$ cat config.mk
export PLATFORM = sky130hd
export DESIGN_NAME = differential_level_byte_coder_flat
export DESIGN_NICKNAME = d
export VERILOG_FILES = /design/src/hdl/dlbc_pkg.sv /design/src/hdl/dlbc_if.sv /design/src/hdl/differential_level_byte_coder.sv /design/src/flat_wrapper.sv
export VERILOG_INCLUDE_DIRS = /design/src /design/src/hdl
export SDC_FILE = /design/constraint.sdc
export NUM_CORES = 1
export LEC_CHECK = 0
export BUFFER_PORTS_ARGS = -buffer_cell sky130_fd_sc_hd__clkbuf_2
export CAP_MARGIN = 40
export CORE_ASPECT_RATIO = 1.25
export CORE_MARGIN = 5
export CORE_UTILIZATION = 48
export CTS_CLUSTER_DIAMETER = 50
export DETAILED_ROUTE_END_ITERATION = 10
export PLACE_DENSITY_LB_ADDON = 0.2
export SETUP_SLACK_MARGIN = 0.05
export SLEW_MARGIN = 10
export SYNTH_ARGS = -nofsm -noshare
export SYNTH_HDL_FRONTEND = slang
export SYNTH_SLANG_ARGS = --single-unit
$ cat constraint.sdc
create_clock -name clk -period 3 [get_ports clk]
set_clock_uncertainty 0.05 [all_clocks]
set_input_delay 0.15 -clock clk [delete_from_list [all_inputs] [get_ports clk]]
set_output_delay 0.15 -clock clk [all_outputs]
set_load 0.005 [all_outputs]
$ cat src/hdl/assert_macros.svh
`ifndef ASSERT_MACROS_SVH
`define ASSERT_MACROS_SVH

// same-cycle implication, checked at every rising edge outside reset
`define ASSERT_SAME(lbl, clk, rst_n, ante, cons) \
	lbl: assert property (@(posedge clk) disable iff (!rst_n) (ante) |-> (cons)) \
		else $error("assertion failed: same-cycle implication");

// next-cycle implication, checked at every rising edge outside reset
`define ASSERT_NEXT(lbl, clk, rst_n, ante, cons) \
	lbl: assert property (@(posedge clk) disable iff (!rst_n) (ante) |=> (cons)) \
		else $error("assertion failed: next-cycle implication");

`endif

$ cat src/hdl/dlbc_pkg.sv
`default_nettype none

package dlbc_pkg;

	// direction register codes
	localparam logic DIR_ENCODE = 1'b0;
	localparam logic DIR_DECODE = 1'b1;

	localparam int BYTE_W = 8;

	// level chain restarts here at each block start
	localparam logic LEVEL_START = 1'b1;

	// level pattern of a data byte, chain starts at bit 0 with bit 0 and level 0
	function automatic logic [BYTE_W-1:0] levels_of(input logic [BYTE_W-1:0] b);
		logic              prev_bit;
		logic              level;
		logic [BYTE_W-1:0] code;
		prev_bit = 1'b0;
		level    = 1'b0;
		code     = '0;
		for (int j = 0; j < BYTE_W; j++) begin
			if (b[j] == prev_bit) begin
				level = ~level;
			end
			code[j]  = level;
			prev_bit = b[j];
		end
		return code;
	endfunction

	// inverse of levels_of
	function automatic logic [BYTE_W-1:0] bits_of(input logic [BYTE_W-1:0] code);
		logic              prev_bit;
		logic              prev_level;
		logic [BYTE_W-1:0] b;
		prev_bit   = 1'b0;
		prev_level = 1'b0;
		b          = '0;
		for (int j = 0; j < BYTE_W; j++) begin
			b[j]       = prev_bit ^ 1'b1 ^ (code[j] ^ prev_level);
			prev_bit   = b[j];
			prev_level = code[j];
		end
		return b;
	endfunction

endpackage

`default_nettype wire

$ cat src/hdl/dlbc_if.sv
`default_nettype none

// request channel: one byte with its block start mark
interface dlbc_req_if;
	logic       valid;
	logic       ready;
	logic       block_start;
	logic [7:0] data_byte;

	modport source (output valid, output block_start, output data_byte, input ready);
	modport sink (input valid, input block_start, input data_byte, output ready);
endinterface

// result channel: one coded or decoded byte
interface dlbc_res_if;
	logic       valid;
	logic       ready;
	logic [7:0] out_byte;

	modport source (output valid, output out_byte, input ready);
	modport sink (input valid, input out_byte, output ready);
endinterface

`default_nettype wire

$ cat src/hdl/differential_level_byte_coder.sv
// Differential level byte coder, encode or decode selected by one register.
// Channels: req (sink) carries block_start and data_byte, res (source)
// carries out_byte; a request moves at a rising edge with valid and ready high.
// Configuration: cfg_we/cfg_wdata write the direction bit (0 encode, 1 decode);
// write it only while no request is in flight.
// Path: an accepted request passes the input register, then the result register,
// before it shows on res. Throughput: one byte per clock while res takes bytes.
// The 8-bit level chain is short combinational logic between the two
// registers, and the chained last level is updated as a byte enters the
// result register, so the next byte sees it in the following cycle.
// Reset: arst_n low clears both stages, sets direction to encode and the
// chained level to 1.
// Stall: when res is not taken, the result register holds, the input
// register holds behind it, and req.ready drops once both are full; it
// stays high while the input register can still move on.
`default_nettype none

`include "assert_macros.svh"

module differential_level_byte_coder (
	input  wire logic clk,
	input  wire logic arst_n,
	input  wire logic cfg_we,
	input  wire logic cfg_wdata,
	dlbc_req_if.sink  req,
	dlbc_res_if.source res
);
	import dlbc_pkg::*;

	logic              direction_q;
	logic              last_level_q;
	logic              valid_s1;
	logic              start_s1;
	logic [BYTE_W-1:0] byte_s1;
	logic              valid_s2;
	logic [BYTE_W-1:0] byte_s2;
	logic              advance;
	logic              level;
	logic [BYTE_W-1:0] enc_byte;
	logic [BYTE_W-1:0] dec_byte;
	logic [BYTE_W-1:0] result;
	logic              next_level;

	// handshake: stage 1 moves on when the result register is free or drained
	assign advance   = valid_s1 && (!valid_s2 || res.ready);
	assign req.ready = !valid_s1 || advance;
	assign res.valid = valid_s2;
	assign res.out_byte = byte_s2;

	// direction register
	always_ff @(posedge clk or negedge arst_n) begin
		if (!arst_n) begin
			direction_q <= DIR_ENCODE;
		end else if (cfg_we) begin
			direction_q <= cfg_wdata;
		end
	end

	// input register
	always_ff @(posedge clk or negedge arst_n) begin
		if (!arst_n) begin
			valid_s1 <= 1'b0;
		end else if (req.ready) begin
			valid_s1 <= req.valid;
		end
	end

	always_ff @(posedge clk) begin
		if (req.ready && req.valid) begin
			start_s1 <= req.block_start;
			byte_s1  <= req.data_byte;
		end
	end

	// level chain in both directions
	always_comb begin
		level    = start_s1 ? LEVEL_START : last_level_q;
		enc_byte = levels_of(byte_s1) ^ {BYTE_W{~level}};
		dec_byte = bits_of(byte_s1 ^ {BYTE_W{~level}});
		if (direction_q == DIR_DECODE) begin
			result     = dec_byte;
			next_level = byte_s1[BYTE_W-1];
		end else begin
			result     = enc_byte;
			next_level = enc_byte[BYTE_W-1];
		end
	end

	// chained level and result valid
	always_ff @(posedge clk or negedge arst_n) begin
		if (!arst_n) begin
			last_level_q <= LEVEL_START;
			valid_s2     <= 1'b0;
		end else begin
			if (advance) begin
				last_level_q <= next_level;
			end
			if (!valid_s2 || res.ready) begin
				valid_s2 <= valid_s1;
			end
		end
	end

	// result register
	always_ff @(posedge clk) begin
		if (advance) begin
			byte_s2 <= result;
		end
	end

	// stalled input stage keeps its byte
	`ASSERT_NEXT(a_s1_hold, clk, arst_n, valid_s1 && !advance,
		valid_s1 && $stable(byte_s1) && $stable(start_s1))
	// encoder chains bit 7 of the code byte it sent
	`ASSERT_NEXT(a_enc_chain, clk, arst_n, advance && direction_q == DIR_ENCODE,
		last_level_q == res.out_byte[BYTE_W-1])
	// decoder chains bit 7 of the received code byte
	`ASSERT_NEXT(a_dec_chain, clk, arst_n, advance && direction_q == DIR_DECODE,
		last_level_q == $past(byte_s1[BYTE_W-1]))
	// an empty input stage always takes a request
	`ASSERT_SAME(a_ready_empty, clk, arst_n, !valid_s1, req.ready)

endmodule

`default_nettype wire
$ cat src/flat_wrapper.sv
// flat-port wrapper written by rule: the top's interface ports become plain ports
module differential_level_byte_coder_flat import dlbc_pkg::*;
  (clk, arst_n, cfg_we, cfg_wdata, req_valid, req_block_start, req_data_byte, req_ready, res_valid, res_out_byte, res_ready);
  dlbc_req_if req_i ();
  dlbc_res_if res_i ();
  input  wire logic clk;
  input  wire logic arst_n;
  input  wire logic cfg_we;
  input  wire logic cfg_wdata;
  input wire logic [$bits(req_i.valid)-1:0] req_valid;
  input wire logic [$bits(req_i.block_start)-1:0] req_block_start;
  input wire logic [$bits(req_i.data_byte)-1:0] req_data_byte;
  output wire logic [$bits(req_i.ready)-1:0] req_ready;
  output wire logic [$bits(res_i.valid)-1:0] res_valid;
  output wire logic [$bits(res_i.out_byte)-1:0] res_out_byte;
  input wire logic [$bits(res_i.ready)-1:0] res_ready;
  assign req_i.valid = req_valid;
  assign req_i.block_start = req_block_start;
  assign req_i.data_byte = req_data_byte;
  assign req_ready = req_i.ready;
  assign res_valid = res_i.valid;
  assign res_out_byte = res_i.out_byte;
  assign res_i.ready = res_ready;
  differential_level_byte_coder u_core (.clk(clk), .arst_n(arst_n), .cfg_we(cfg_we), .cfg_wdata(cfg_wdata), .req(req_i), .res(res_i));
endmodule
# == Word-level counts from Yosys, hierarchy flattened ==
# Cells that the tools add are included.
# totals
elab_cells,61
input_bits,15
register_bits,21
out_inout_bits,10
# classes
mux,11
reduce_logical,6
eq_ne,7
n_bitwise,30
# ops
cell,n
XOR 8 bit,2
NOT 1 bit,14
XOR 1 bit,14
two-way mux 1 bit,10
two-way mux 8 bit,1
== test 1 bit,7
logical AND 1 bit,2
logical NOT 1 bit,2
logical OR 1 bit,2

# == Logic depth before layout (Yosys ltp) ==
# Gate-level depths: netlist (run 1).
# logic_depth
word_depth,18
depth_mapped,6
mapped_depth_nobuf,6

# == Least setup slack after synthesis (run 1) ==
# No wires, ideal clock.
# synth_path
path_type,reg2reg
start,reg u_core.byte_s1[4]
end,"reg u_core.byte_s2[6], in the netlist u_core.res.out_byte[6] (data pin)"
n_path_buf,0
path_stages_with_launch,6
period_less_slack_ns,1.827
arrival_time_ns,1.509
path_slack_ns,1.173
path_cell_list,edfxtp_1 inv_1 ha_1 xnor3_1 mux2i_4 xnor3_1
# synth_between
elab_chain_len,8
word_cells_on_any_way,17
# synth_rtl
element,line_no,rtl
"start, declared",differential_level_byte_coder.sv:34,logic [BYTE_W-1:0] byte_s1;
"start signal, assigned",differential_level_byte_coder.sv:71,byte_s1 <= req.data_byte;
== test 1 bit or XOR 8 bit (tied branches),"dlbc_pkg.sv:23, differential_level_byte_coder.sv:79",
two-way mux 1 bit or XOR 1 bit (tied branches),"dlbc_pkg.sv:23, dlbc_pkg.sv:41",
NOT 1 bit or XOR 1 bit (tied branches),"dlbc_pkg.sv:24, dlbc_pkg.sv:41",
two-way mux 1 bit or NOT 1 bit (tied branches),n/a,
NOT 1 bit or XOR 1 bit (tied branches),"dlbc_pkg.sv:24, dlbc_pkg.sv:41",
two-way mux 1 bit or NOT 1 bit (tied branches),n/a,
XOR 8 bit or XOR 1 bit (tied branches),"differential_level_byte_coder.sv:78, dlbc_pkg.sv:41",
two-way mux 8 bit (*),differential_level_byte_coder.sv:80,if (direction_q == DIR_DECODE) begin
net u_core.result[6],differential_level_byte_coder.sv:41,logic [BYTE_W-1:0] result;
"end signal, assigned",differential_level_byte_coder.sv:107,byte_s2 <= result;
"end, declared",differential_level_byte_coder.sv:36,logic [BYTE_W-1:0] byte_s2;
# Mark *: on every way through the listed nets, which the timed path passes. The rest lies on a longest branch.
# A chain may end at the register's enable or synchronous reset.

# == Worst setup path after layout (run 1) ==
# layout_path
start,reg u_core.byte_s1[4]
end,"reg u_core.byte_s2[5], in the netlist u_core.res.out_byte[5] (data pin)"
# layout_between
elab_chain_len,6
word_cells_on_any_way,13
# layout_rtl
element,line_no
== test 1 bit or XOR 8 bit (tied branches),"dlbc_pkg.sv:23, differential_level_byte_coder.sv:79"
two-way mux 1 bit or XOR 1 bit (tied branches),"dlbc_pkg.sv:23, dlbc_pkg.sv:41"
NOT 1 bit or XOR 1 bit (tied branches),"dlbc_pkg.sv:24, dlbc_pkg.sv:41"
two-way mux 1 bit or NOT 1 bit (tied branches),n/a
XOR 8 bit or XOR 1 bit (tied branches),"differential_level_byte_coder.sv:78, dlbc_pkg.sv:41"
two-way mux 8 bit (*),differential_level_byte_coder.sv:80
net u_core.result[5],differential_level_byte_coder.sv:41
# Marked as above.

==> results of run 1 <==
==> final cells by class <==
class	count	share of cell area
inverter	3	0.00930
sequential	21	0.505
multi-input combinational	29	0.254
tap	19	0.0196
timing repair buffer	35	0.190
clock buffer	4	0.0217
==> flip-flops by register name (all words and copies together), names as in the netlist <==
register             count
u_core.direction_q       1
u_core.res.out_byte      8
u_core.last_level_q      1
u_core.valid_s1          1
u_core.start_s1          1
u_core.byte_s1           8
u_core.res.valid         1
==> repair_timing <==
item	CTS	global route
hold buffers	11	0
gates resized for setup	0	0
hold endpoints to repair	14	0
==> power groups by stage <==
stage / sequential (mW) / combinational [mW] / clock, mW
detailed placement: 0.394 / 0.149 / 0
global route: 0.391 / 0.174 / 0.149
CTS: 0.387 / 0.160 / 0.140
global placement: 0.392 / 0.144 / 0
floorplan: 0.394 / 0.0993 / 0
finish: 0.386 / 0.157 / 0.136
==> layer usage <==
layer | up-vias | track usage | routed length, um
li1 | 267 | - | -
met1 | 257 | 0.115 | 585
met2 | 17 | 0.206 | 748
met3 | 6 | 0.0202 | 98
met4 | 0 | 0.0899 | 47
met5 | - | 0 | 0
==> critical path: cells and delay by family, from the launching register on <==
kind / cells / cell delay (ps)
XOR/XNOR: 2 / 620
adder cells (fa/ha/maj): 1 / 270
flip-flops: 1 / 400
buffers and inverters: 1 / 170
multiplexers: 1 / 220
==> worst min-delay path by stage <==
stage	startpoint	end	slack (ps)	depth (start not counted)
floorplan	arst_n	u_core.direction_q$_DFFE_PN0P_	-200	0
global placement	arst_n	u_core.direction_q$_DFFE_PN0P_	-90	1
detailed placement	arst_n	u_core.res.valid$_DFFE_PN0P_	-90	1
CTS	cfg_wdata	u_core.direction_q$_DFFE_PN0P_	7	2
global route	cfg_wdata	u_core.direction_q$_DFFE_PN0P_	20	2
finish	cfg_wdata	u_core.direction_q$_DFFE_PN0P_	10	2
==> layout by cell type (no fill, tap or decap), types with 2 or more instances in the layout <==
| cell | Yosys | layout |
|---|---|---|
| and2_1 | 2 | 2 |
| clkbuf_2 | 0 | 24 |
| clkbuf_4 | 0 | 3 |
| dfrtp_1 | 3 | 3 |
| dlygate4sd3_1 | 0 | 11 |
| edfxtp_1 | 17 | 17 |
| ha_1 | 2 | 2 |
| inv_1 | 3 | 3 |
| nand2b_1 | 3 | 3 |
| nand3_1 | 2 | 2 |
| nand3b_1 | 2 | 2 |
| nor2_1 | 3 | 3 |
| xnor2_1 | 4 | 4 |
| xnor3_1 | 5 | 5 |
==> stage by stage <==
stage	area [um2]	std cells	setup slack [ps]	power, mW
3_3_place_gp	1070	96	1100	0.536
6_report	1210	111	1020	0.679
2_1_floorplan	931	53	1170	0.493
3_5_place_dp	1070	96	1010	0.543
5_1_grt	1210	111	879	0.714
4_1_cts	1210	111	995	0.688
==> logic make-up after synthesis <==
| family | count (synthesis) | share of synthesized area |
|---|---|---|
| mux | 2 | 0.0363 |
| flops | 21 | 0.657 |
| buf+inv | 3 | 0.0121 |
| simple gates | 13 | 0.0847 |
| xor+xnor | 10 | 0.168 |
| compound gates | 2 | 0.0148 |
| fa+ha+maj | 2 | 0.0269 |
==> run summary, run 1 <==
## Run status
- status: complete, no violations

## Cells and area
- total of fill cells in the finished design: 131
- share of post-route cells with drive strength above 1: 0.326
- combined flip-flop and latch cell area: 612 um2
- Final #Nets: 110
- antenna diode count: 0
- post-route core utilization: 0.670
- multi-input gate area in the final layout: 308 um2
- relative area change from synthesis to final layout: 30.1%

## Synth
- Yosys warnings: 0
- EDFF count, synth: 17
- cell area after technology mapping: 931 um2
- top cell type's share of synthesized area: 0.548
- count of different cell masters after synthesis: 18
- Seq/Total Area, Yosys: 0.657
- cell count after synthesis: 53
- biggest area consumer among synthesized cells: edfxtp_1
- number of storage elements in the synthesis netlist: 21
- leading post-synthesis cells by instance count: edfxtp_1 (17), xnor3_1 (5), xnor2_1 (4)
- most used standard cell by instance count after synthesis: edfxtp_1
- cell types occupying the most area after synthesis: edfxtp_1 (55%), xnor3_1 (12%), dfrtp_1 (8.1%), xnor2_1 (3.8%), dfstp_2 (2.8%)
- per-instance average area after synthesis: 17.6 um2
- Synthesized Nets: 70
- share of synthesized registers carrying an async set or reset: 0.190
- main flop type after synthesis: edfxtp_1

## STA
- Setup violations, final: 0
- actual slew at the worst max-slew pin: 445 ps
- Fmax achieved: 506 MHz
- Final min period: 1980 ps
- pins over their slew limit: 0
- worst rel slew slack: 0.703
- final worst path period share: 0.659
- unrepaired setup endpoints after global routing: no
- final-layout worst hold slack: 13.3 ps
- setup TNS: 0 ps
- Final Hold Fails: 0

## CTS
- clock net sink count: 21
- clock tree buffer depth: 2
- H-Tree Level Count: 1
- total setup buffers inserted after CTS: 0
- clock buffer count from CTS: 3
- insertion delay of the later-clocked pin in the worst-skew pair: 310 ps
- root buf cell: clkbuf_4
- clock transition at the registers of the reported paths: 110 ps
- clock tree from TritonCTS: done

## Worst setup path
- critical-path cell list: inv_1 -> ha_1 -> xnor3_1 -> mux2i_4 -> xnor3_1
- slowest library cell on the worst path: edfxtp_1
- type of the worst setup path: flip-flop to flip-flop
- depth of the worst register-to-register path: 5
- largest fanout on the critical path: 5
- Worst path most repeated cell: xnor3_1
- nature of the critical path startpoint: flip-flop
- Crit Reg-Reg Startpoint: u_core.byte_s1[4]$_DFFE_PP_
- capturing element of the worst setup path: u_core.res.out_byte[5]$_DFFE_PP_
- worst setup path startpoint: u_core.byte_s1[4]$_DFFE_PP_
- Critical Path RT: 3010 ps
- data arrival time of the critical path: 1990 ps
- largest stage delay on the critical path: 400 ps
- capturing element type of the critical path: flip-flop
- Crit Reg-Reg Endpoint: u_core.res.out_byte[5]$_DFFE_PP_
- register-to-register setup slack: 1020 ps

## Global route
- total routing usage reported by global routing: 0.114
- pin count of the biggest net entering global routing: 12
- global-route wire length before repair: 2.45 mm
- via count of the first global-routing pass: 578
- antenna violations before repair: 0
- GRT overflow: 0

## Power
- PD cells: 561 nW/um2
- maximum resistive drop on vdd: 0.277 mV
- portion of total power attributed to the clock network: 0.200
- Net Sw Power: 168 uW
- reported leakage power: 0.529 nW
- Int Power: 512 uW
- Net Sw Frac: 0.247
- combinational fraction of design power: 0.231
- sequential power share: 0.569

## Floorplanning
- area of the core: 1810 um2
- initial standard-cell utilization of the core: 0.515
- die span in y: 59.2 um
- Top-Level Pins: 25
- cell row count: 17
- Die Outline Area: 2930 um2
- Die Span X: 49.4 um

## Detailed routing
- Post-Route WL: 1.48 mm
- post-route antenna net violation count: 0
- first drt pass iteration count: 2
- wire per inst: 13.3 um
- vias after detailed routing: 547
- remaining routing DRC violations: 0
- via count normalized by instance count: 4.93
- number of DRC violations after detailed-routing iteration 0: 8

## Placed design
- Placer Congestion: 0.770
- count of input and output buffers: 24

## Hold path
- path class of the lowest-slack min-delay path: primary input to flip-flop

## Job
- max-cap violation count: 0

No activity file was read; power rests on OpenSTA's default activity.
==> run 2: changes to the inputs <==
--- a/config.mk
+++ b/config.mk
@@ -6,11 +6,12 @@
 export SDC_FILE = /design/constraint.sdc
 export NUM_CORES = 1
 export LEC_CHECK = 0
+export ABC_AREA = 1
 export BUFFER_PORTS_ARGS = -buffer_cell sky130_fd_sc_hd__clkbuf_2
 export CAP_MARGIN = 40
 export CORE_ASPECT_RATIO = 1.25
 export CORE_MARGIN = 5
-export CORE_UTILIZATION = 48
+export CORE_UTILIZATION = 46
 export CTS_CLUSTER_DIAMETER = 50
 export DETAILED_ROUTE_END_ITERATION = 10
 export PLACE_DENSITY_LB_ADDON = 0.2
==> constraint.sdc (replaced) <==
create_clock -name clk -period 1.7 [get_ports clk]
set_clock_uncertainty 0.05 [all_clocks]
set_input_delay 0.085 -clock clk [delete_from_list [all_inputs] [get_ports clk]]
set_output_delay 0.085 -clock clk [all_outputs]
set_load 0.005 [all_outputs]
==> run 2 against run 1 <==
  * Die area increased by 9.0%
  * Largest cell class unchanged
  * Largest power group unchanged
  * Synthesized cell count increased by 68%
  * Critical path type unchanged
  * Via count increased by 30%
==> run summary, run 2 <==
## Synth
- most used standard cell by instance count after synthesis: nand2_1
- top cell type's share of synthesized area: 0.515
- cell types occupying the most area after synthesis: edfxtp_1 (52%), nand2_1 (8.0%), dfrtp_1 (7.6%), xnor2_1 (6.2%), inv_1 (4.9%)
- main flop type after synthesis: edfxtp_1
- per-instance average area after synthesis: 11.1 um2
- leading post-synthesis cells by instance count: nand2_1 (21), edfxtp_1 (17), inv_1 (13)
- share of synthesized registers carrying an async set or reset: 0.190
- biggest area consumer among synthesized cells: edfxtp_1
- EDFF count, synth: 17
- Seq/Total Area, Yosys: 0.617
- cell area after technology mapping: 991 um2
- Yosys warnings: 0
- cell count after synthesis: 89
- count of different cell masters after synthesis: 16
- Synthesized Nets: 106
- number of storage elements in the synthesis netlist: 21

## Worst setup path
- nature of the critical path startpoint: flip-flop
- worst setup path startpoint: u_core.byte_s1[3]$_DFFE_PP_
- type of the worst setup path: flip-flop to flip-flop
- data arrival time of the critical path: 1670 ps
- slowest library cell on the worst path: edfxtp_1
- Crit Reg-Reg Startpoint: u_core.byte_s1[3]$_DFFE_PP_
- Critical Path RT: 1720 ps
- critical-path cell list: inv_2 -> ha_4 -> inv_4 -> nand3_2 -> nand3_2 -> nand3_2 -> nand2_2 -> nand2_1 -> nand2_1 -> inv_1
- capturing element type of the critical path: flip-flop
- largest stage delay on the critical path: 470 ps
- largest fanout on the critical path: 4
- Worst path most repeated cell: nand3_2

## Global route
- GRT overflow: 0
- pin count of the biggest net entering global routing: 12
- global-route wire length before repair: 2.95 mm
- via count of the first global-routing pass: 745
- total routing usage reported by global routing: 0.127
- antenna violations before repair: 0

## Detailed routing
- vias after detailed routing: 711
- wire per inst: 11.0 um
- remaining routing DRC violations: 0
- first drt pass iteration count: 2
- via count normalized by instance count: 4.65
- Post-Route WL: 1.69 mm
- number of DRC violations after detailed-routing iteration 0: 9
- post-route antenna net violation count: 0

## STA
- final-layout worst hold slack: 58.9 ps
- Setup violations, final: 0
- pins over their slew limit: 0
- worst rel slew slack: 0.788
- Fmax achieved: 607 MHz
- actual slew at the worst max-slew pin: 317 ps
- Final Hold Fails: 0
- setup TNS: 0 ps
- final worst path period share: 0.969
- Final min period: 1650 ps
- unrepaired setup endpoints after global routing: yes

## Floorplanning
- Die Outline Area: 3190 um2
- initial standard-cell utilization of the core: 0.489
- cell row count: 18
- Top-Level Pins: 25
- die span in y: 61.9 um
- Die Span X: 51.5 um
- area of the core: 2030 um2

## Hold path
- path class of the lowest-slack min-delay path: primary input to async pin

## Cells and area
- most common cell after layout, fill and taps aside: clkbuf_2
- share of post-route cells with drive strength above 1: 0.376
- post-route core utilization: 0.675
- Final #Nets: 151
- total of fill cells in the finished design: 154
- final std cells w/o fill: 153
- antenna diode count: 0
- commonest cells after routing, fill and taps aside: clkbuf_2 (24), nand2_1 (21), edfxtp_1 (17)
- relative area change from synthesis to final layout: 38.0%

## CTS
- root buf cell: clkbuf_4
- insertion delay of the later-clocked pin in the worst-skew pair: 300 ps
- clock transition at the registers of the reported paths: 110 ps
- clock net sink count: 21
- clock tree from TritonCTS: done
- H-Tree Level Count: 1
- clock tree buffer depth: 2
- clock buffer count from CTS: 3

## Placed design
- count of input and output buffers: 24
- HPWL Detailed: 1.25 mm
- number of placed cells counting well taps: 134
- Placer Congestion: 0.759

## Power
- reported leakage power: 0.634 nW
- maximum resistive drop on vdd: 0.684 mV
- PD cells: 981 nW/um2
- Power Total: 1.34 mW

## Run status
- status: complete, no violations

## Job
- max-cap violation count: 0

run 2: worst max-delay path: cells and delay by family (launching register included):
family	cells	cell delay (ps)
buffers and inverters	3	210
DFF	1	470
adders and majority gates	1	220
and+or+nand+nor	6	470
run 2: report_power, final:
part	switching (mW)	internal (mW)	total (mW)	leakage, nW
Combinational	0.217	0.185	0.402	0.410
Sequential	0.0410	0.664	0.705	0.209
Clock	0.143	0.0915	0.234	0.0150
Total	0.401	0.941	1.34	0.634
run 2: final timing paths:
kind                                               endpoint  slack [ps]  depth (start not counted)
max                        u_core.res.out_byte[7]$_DFFE_PP_          50                         10
min reg2reg                 u_core.last_level_q$_DFFE_PN1P_         470                          2
min                             u_core.valid_s1$_DFFE_PN0N_          60                          2
min in group clk                u_core.byte_s1[2]$_DFFE_PP_         440                          2
max reg2reg                u_core.res.out_byte[7]$_DFFE_PP_          50                         10
max in group asynchronous   u_core.last_level_q$_DFFE_PN1P_        1340                          2
run 2: cell type report:
cell class | count | area, um2 | area share
Sequential cell | 21 | 612 | 0.447
Timing Repair Buffer | 40 | 275 | 0.201
Tap cell | 20 | 25.0 | 0.0183
Inverter | 13 | 51.3 | 0.0375
Multi-Input combinational cell | 55 | 378 | 0.276
Clock buffer | 4 | 26.3 | 0.0192
run 2: timing repair:
item	4_1_cts	5_1_grt
hold buffers	14	0
setup buffers	1	0
endpoints found under the hold margin	16	0
pin swaps	1	6
gates resized for setup	8	3
setup endpoints to repair	3	4
run 2: metal layers:
metal / track usage / routed length [um]
met1: 0.129 / 661
met2: 0.244 / 915
met3: 0.0215 / 77
met4: 0.0787 / 33
met5: 0 / 0
run 2: kinds of logic (layout without fill, tap and decap cells):
logic type,Yosys count,after routing,synth area share
compound gates,1,1,0.00505
xor+xnor,8,8,0.0707
fa+ha+maj,2,2,0.0252
buf+inv,13,57,0.0492
flops,21,21,0.617
simple gates,44,44,0.232
run 2: metrics by stage:
stage / cell area [um2] / worst slack [ps]
finish: 1370 / 53.5
global route: 1370 / -78.0
CTS: 1350 / 54.7
detailed placement: 1140 / -25.4
global placement: 1140 / 33.9
floorplan: 991 / 60.9
==> run 3: changes to the inputs <==
--- a/config.mk
+++ b/config.mk
@@ -11,7 +11,7 @@
 export CAP_MARGIN = 40
 export CORE_ASPECT_RATIO = 1.25
 export CORE_MARGIN = 5
-export CORE_UTILIZATION = 46
+export CORE_UTILIZATION = 48
 export CTS_CLUSTER_DIAMETER = 50
 export DETAILED_ROUTE_END_ITERATION = 10
 export PLACE_DENSITY_LB_ADDON = 0.2
==> constraint.sdc (replaced) <==
create_clock -name clk -period 2 [get_ports clk]
set_clock_uncertainty 0.05 [all_clocks]
set_input_delay 0.1 -clock clk [delete_from_list [all_inputs] [get_ports clk]]
set_output_delay 0.1 -clock clk [all_outputs]
set_load 0.01 [all_outputs]
==> run 3 against run 2 <==
  * Maximum frequency down 6.6%
  * Die area is 3.4% lower
  * Wire length down 10%
  * Sequential power shrank 15%
  * Critical path depth stayed put
  * Register-to-register slack improved by 180 ps
  * Utilization fell by 2.3 points
  * Non-clock buffer count shrank 3
  * Cell count shrank 2.0%
  * Total power is 17% lower
  * Clock power is 19% lower
  * Flip-flop and latch count unchanged
  * Largest cell class unchanged
  * Highest routed layer unchanged
==> run summary, run 3 (synthesized netlist as in run 2, its figures left out) <==
## STA
- actual slew at the worst max-slew pin: 317 ps
- worst rel slew slack: 0.787
- Final min period: 1760 ps
- Setup WS post-layout: 237 ps
- Fmax achieved: 567 MHz
- Setup violations, final: 0
- Final Hold Fails: 0
- final worst path period share: 0.881
- pins over their slew limit: 0
- unrepaired setup endpoints after global routing: no
- setup TNS: 0 ps

## Detailed routing
- number of DRC violations after detailed-routing iteration 0: 9
- remaining routing DRC violations: 0
- wire per inst: 10.1 um
- first drt pass iteration count: 4
- vias after detailed routing: 707
- post-route antenna net violation count: 0
- Post-Route WL: 1.51 mm
- via count normalized by instance count: 4.71

## Run status
- status: complete, no violations

## Cells and area
- post-route core utilization: 0.652
- share of post-route cells with drive strength above 1: 0.300
- total of fill cells in the finished design: 154
- final design area excluding fillers: 1290 um2
- most common cell after layout, fill and taps aside: clkbuf_2
- Final #Nets: 148
- combined flip-flop and latch cell area: 612 um2
- relative area change from synthesis to final layout: 30.4%
- multi-input gate area in the final layout: 330 um2
- commonest cells after routing, fill and taps aside: clkbuf_2 (24), nand2_1 (21), edfxtp_1 (17)
- antenna diode count: 0

## Worst setup path
- nature of the critical path startpoint: flip-flop
- capturing element of the worst setup path: u_core.res.out_byte[7]$_DFFE_PP_
- Crit Reg-Reg Endpoint: u_core.res.out_byte[7]$_DFFE_PP_
- Crit Reg-Reg Startpoint: u_core.byte_s1[3]$_DFFE_PP_
- register-to-register setup slack: 240 ps
- Critical Path RT: 2020 ps
- worst setup path startpoint: u_core.byte_s1[3]$_DFFE_PP_
- type of the worst setup path: flip-flop to flip-flop
- capturing element type of the critical path: flip-flop
- depth of the worst register-to-register path: 10
- largest fanout on the critical path: 4
- data arrival time of the critical path: 1780 ps

## CTS
- clock transition at the registers of the reported paths: 100 ps
- number of gates given a new drive strength after cts: 0
- clock buffer count from CTS: 3
- total setup buffers inserted after CTS: 0
- clock tree buffer depth: 2
- root buf cell: clkbuf_4
- H-Tree Level Count: 1
- insertion delay of the later-clocked pin in the worst-skew pair: 290 ps
- clock net sink count: 21
- clock tree from TritonCTS: done

## Global route
- antenna violations before repair: 0
- total routing usage reported by global routing: 0.119
- GRT overflow: 0
- pin count of the biggest net entering global routing: 12
- global-route wire length before repair: 2.80 mm
- via count of the first global-routing pass: 754

## Power
- portion of total power attributed to the clock network: 0.172
- combinational fraction of design power: 0.288
- Int Power: 779 uW
- maximum resistive drop on vdd: 0.600 mV
- Net Sw Power: 329 uW
- sequential power share: 0.540
- PD cells: 857 nW/um2
- reported leakage power: 0.607 nW
- Net Sw Frac: 0.297
- Power Total: 1.11 mW

## Floorplanning
- area of the core: 1980 um2
- Die Outline Area: 3080 um2
- cell row count: 18
- Die Span X: 50.6 um
- initial standard-cell utilization of the core: 0.500
- Top-Level Pins: 25
- die span in y: 60.8 um

## Placed design
- Placer Congestion: 0.811
- HPWL Detailed: 1.17 mm
- count of input and output buffers: 24
- post-placement worst setup slack: 239 ps
- instance area at placement: 1140 um2

## Hold path
- path class of the lowest-slack min-delay path: primary input to flip-flop

## Job
- max-cap violation count: 0

run 3: changes by cell type in the layout (fill, tap and decap cells not counted), sizes merged:
cell	before	now
dlygate4sd3	14	13
buf	2	0
run 3: worst min-delay path by stage:
stage               from                             end  cells past startpoint
6_report       res_ready    u_core.res.valid$_DFFE_PN0P_                      4
2_1_floorplan     arst_n  u_core.direction_q$_DFFE_PN0P_                      0
4_1_cts        res_ready    u_core.res.valid$_DFFE_PN0P_                      4
3_3_place_gp      arst_n  u_core.direction_q$_DFFE_PN0P_                      1
3_5_place_dp      arst_n  u_core.direction_q$_DFFE_PN0P_                      1
5_1_grt        res_ready    u_core.res.valid$_DFFE_PN0P_                      4
run 3: metrics by stage:
stage / std cells / hold slack [ps]
6_report: 150 / 17.6
5_1_grt: 150 / 37.8
4_1_cts: 150 / 2.84
3_5_place_dp: 133 / -136
3_3_place_gp: 133 / -140
2_1_floorplan: 89 / -246
run 3: critical path, cell delays in order (launching register included):
cell and delay, ps:
edfxtp_1 450, inv_1 140, ha_1 270, inv_1 90, nand3_1 80, nand3_1 110
nand3_2 90, nand2_2 110, nand2_1 50, nand2_1 70, inv_1 40
run 3: layout make-up:
| type | instances | share of cell area |
|---|---|---|
| Tap cell | 20 | 0.0194 |
| Timing Repair Buffer | 37 | 0.194 |
| Multi-Input combinational cell | 55 | 0.256 |
| Clock buffer | 4 | 0.0203 |
| Sequential cell | 21 | 0.473 |
| Inverter | 13 | 0.0378 |
run 3: timing repair:
action / CTS / global route
hold buffers: 13 / 0
endpoints found under the hold margin: 15 / 0
endpoints found under the setup margin: 0 / 0
run 3: layer usage:
layer	wire, um	track usage
met1	605	0.124
met2	813	0.211
met3	74	0.0246
met4	17	0.0803
met5	0	0
run 3: power by group through the flow:
stage                     registers [mW]  logic (mW)  clock network, mW
after floorplan                    0.625       0.200                  0
after global placement             0.607       0.294                  0
after detailed placement           0.609       0.303                  0
after CTS                          0.599       0.325              0.204
after global routing               0.604       0.370              0.223
final                              0.598       0.319              0.190
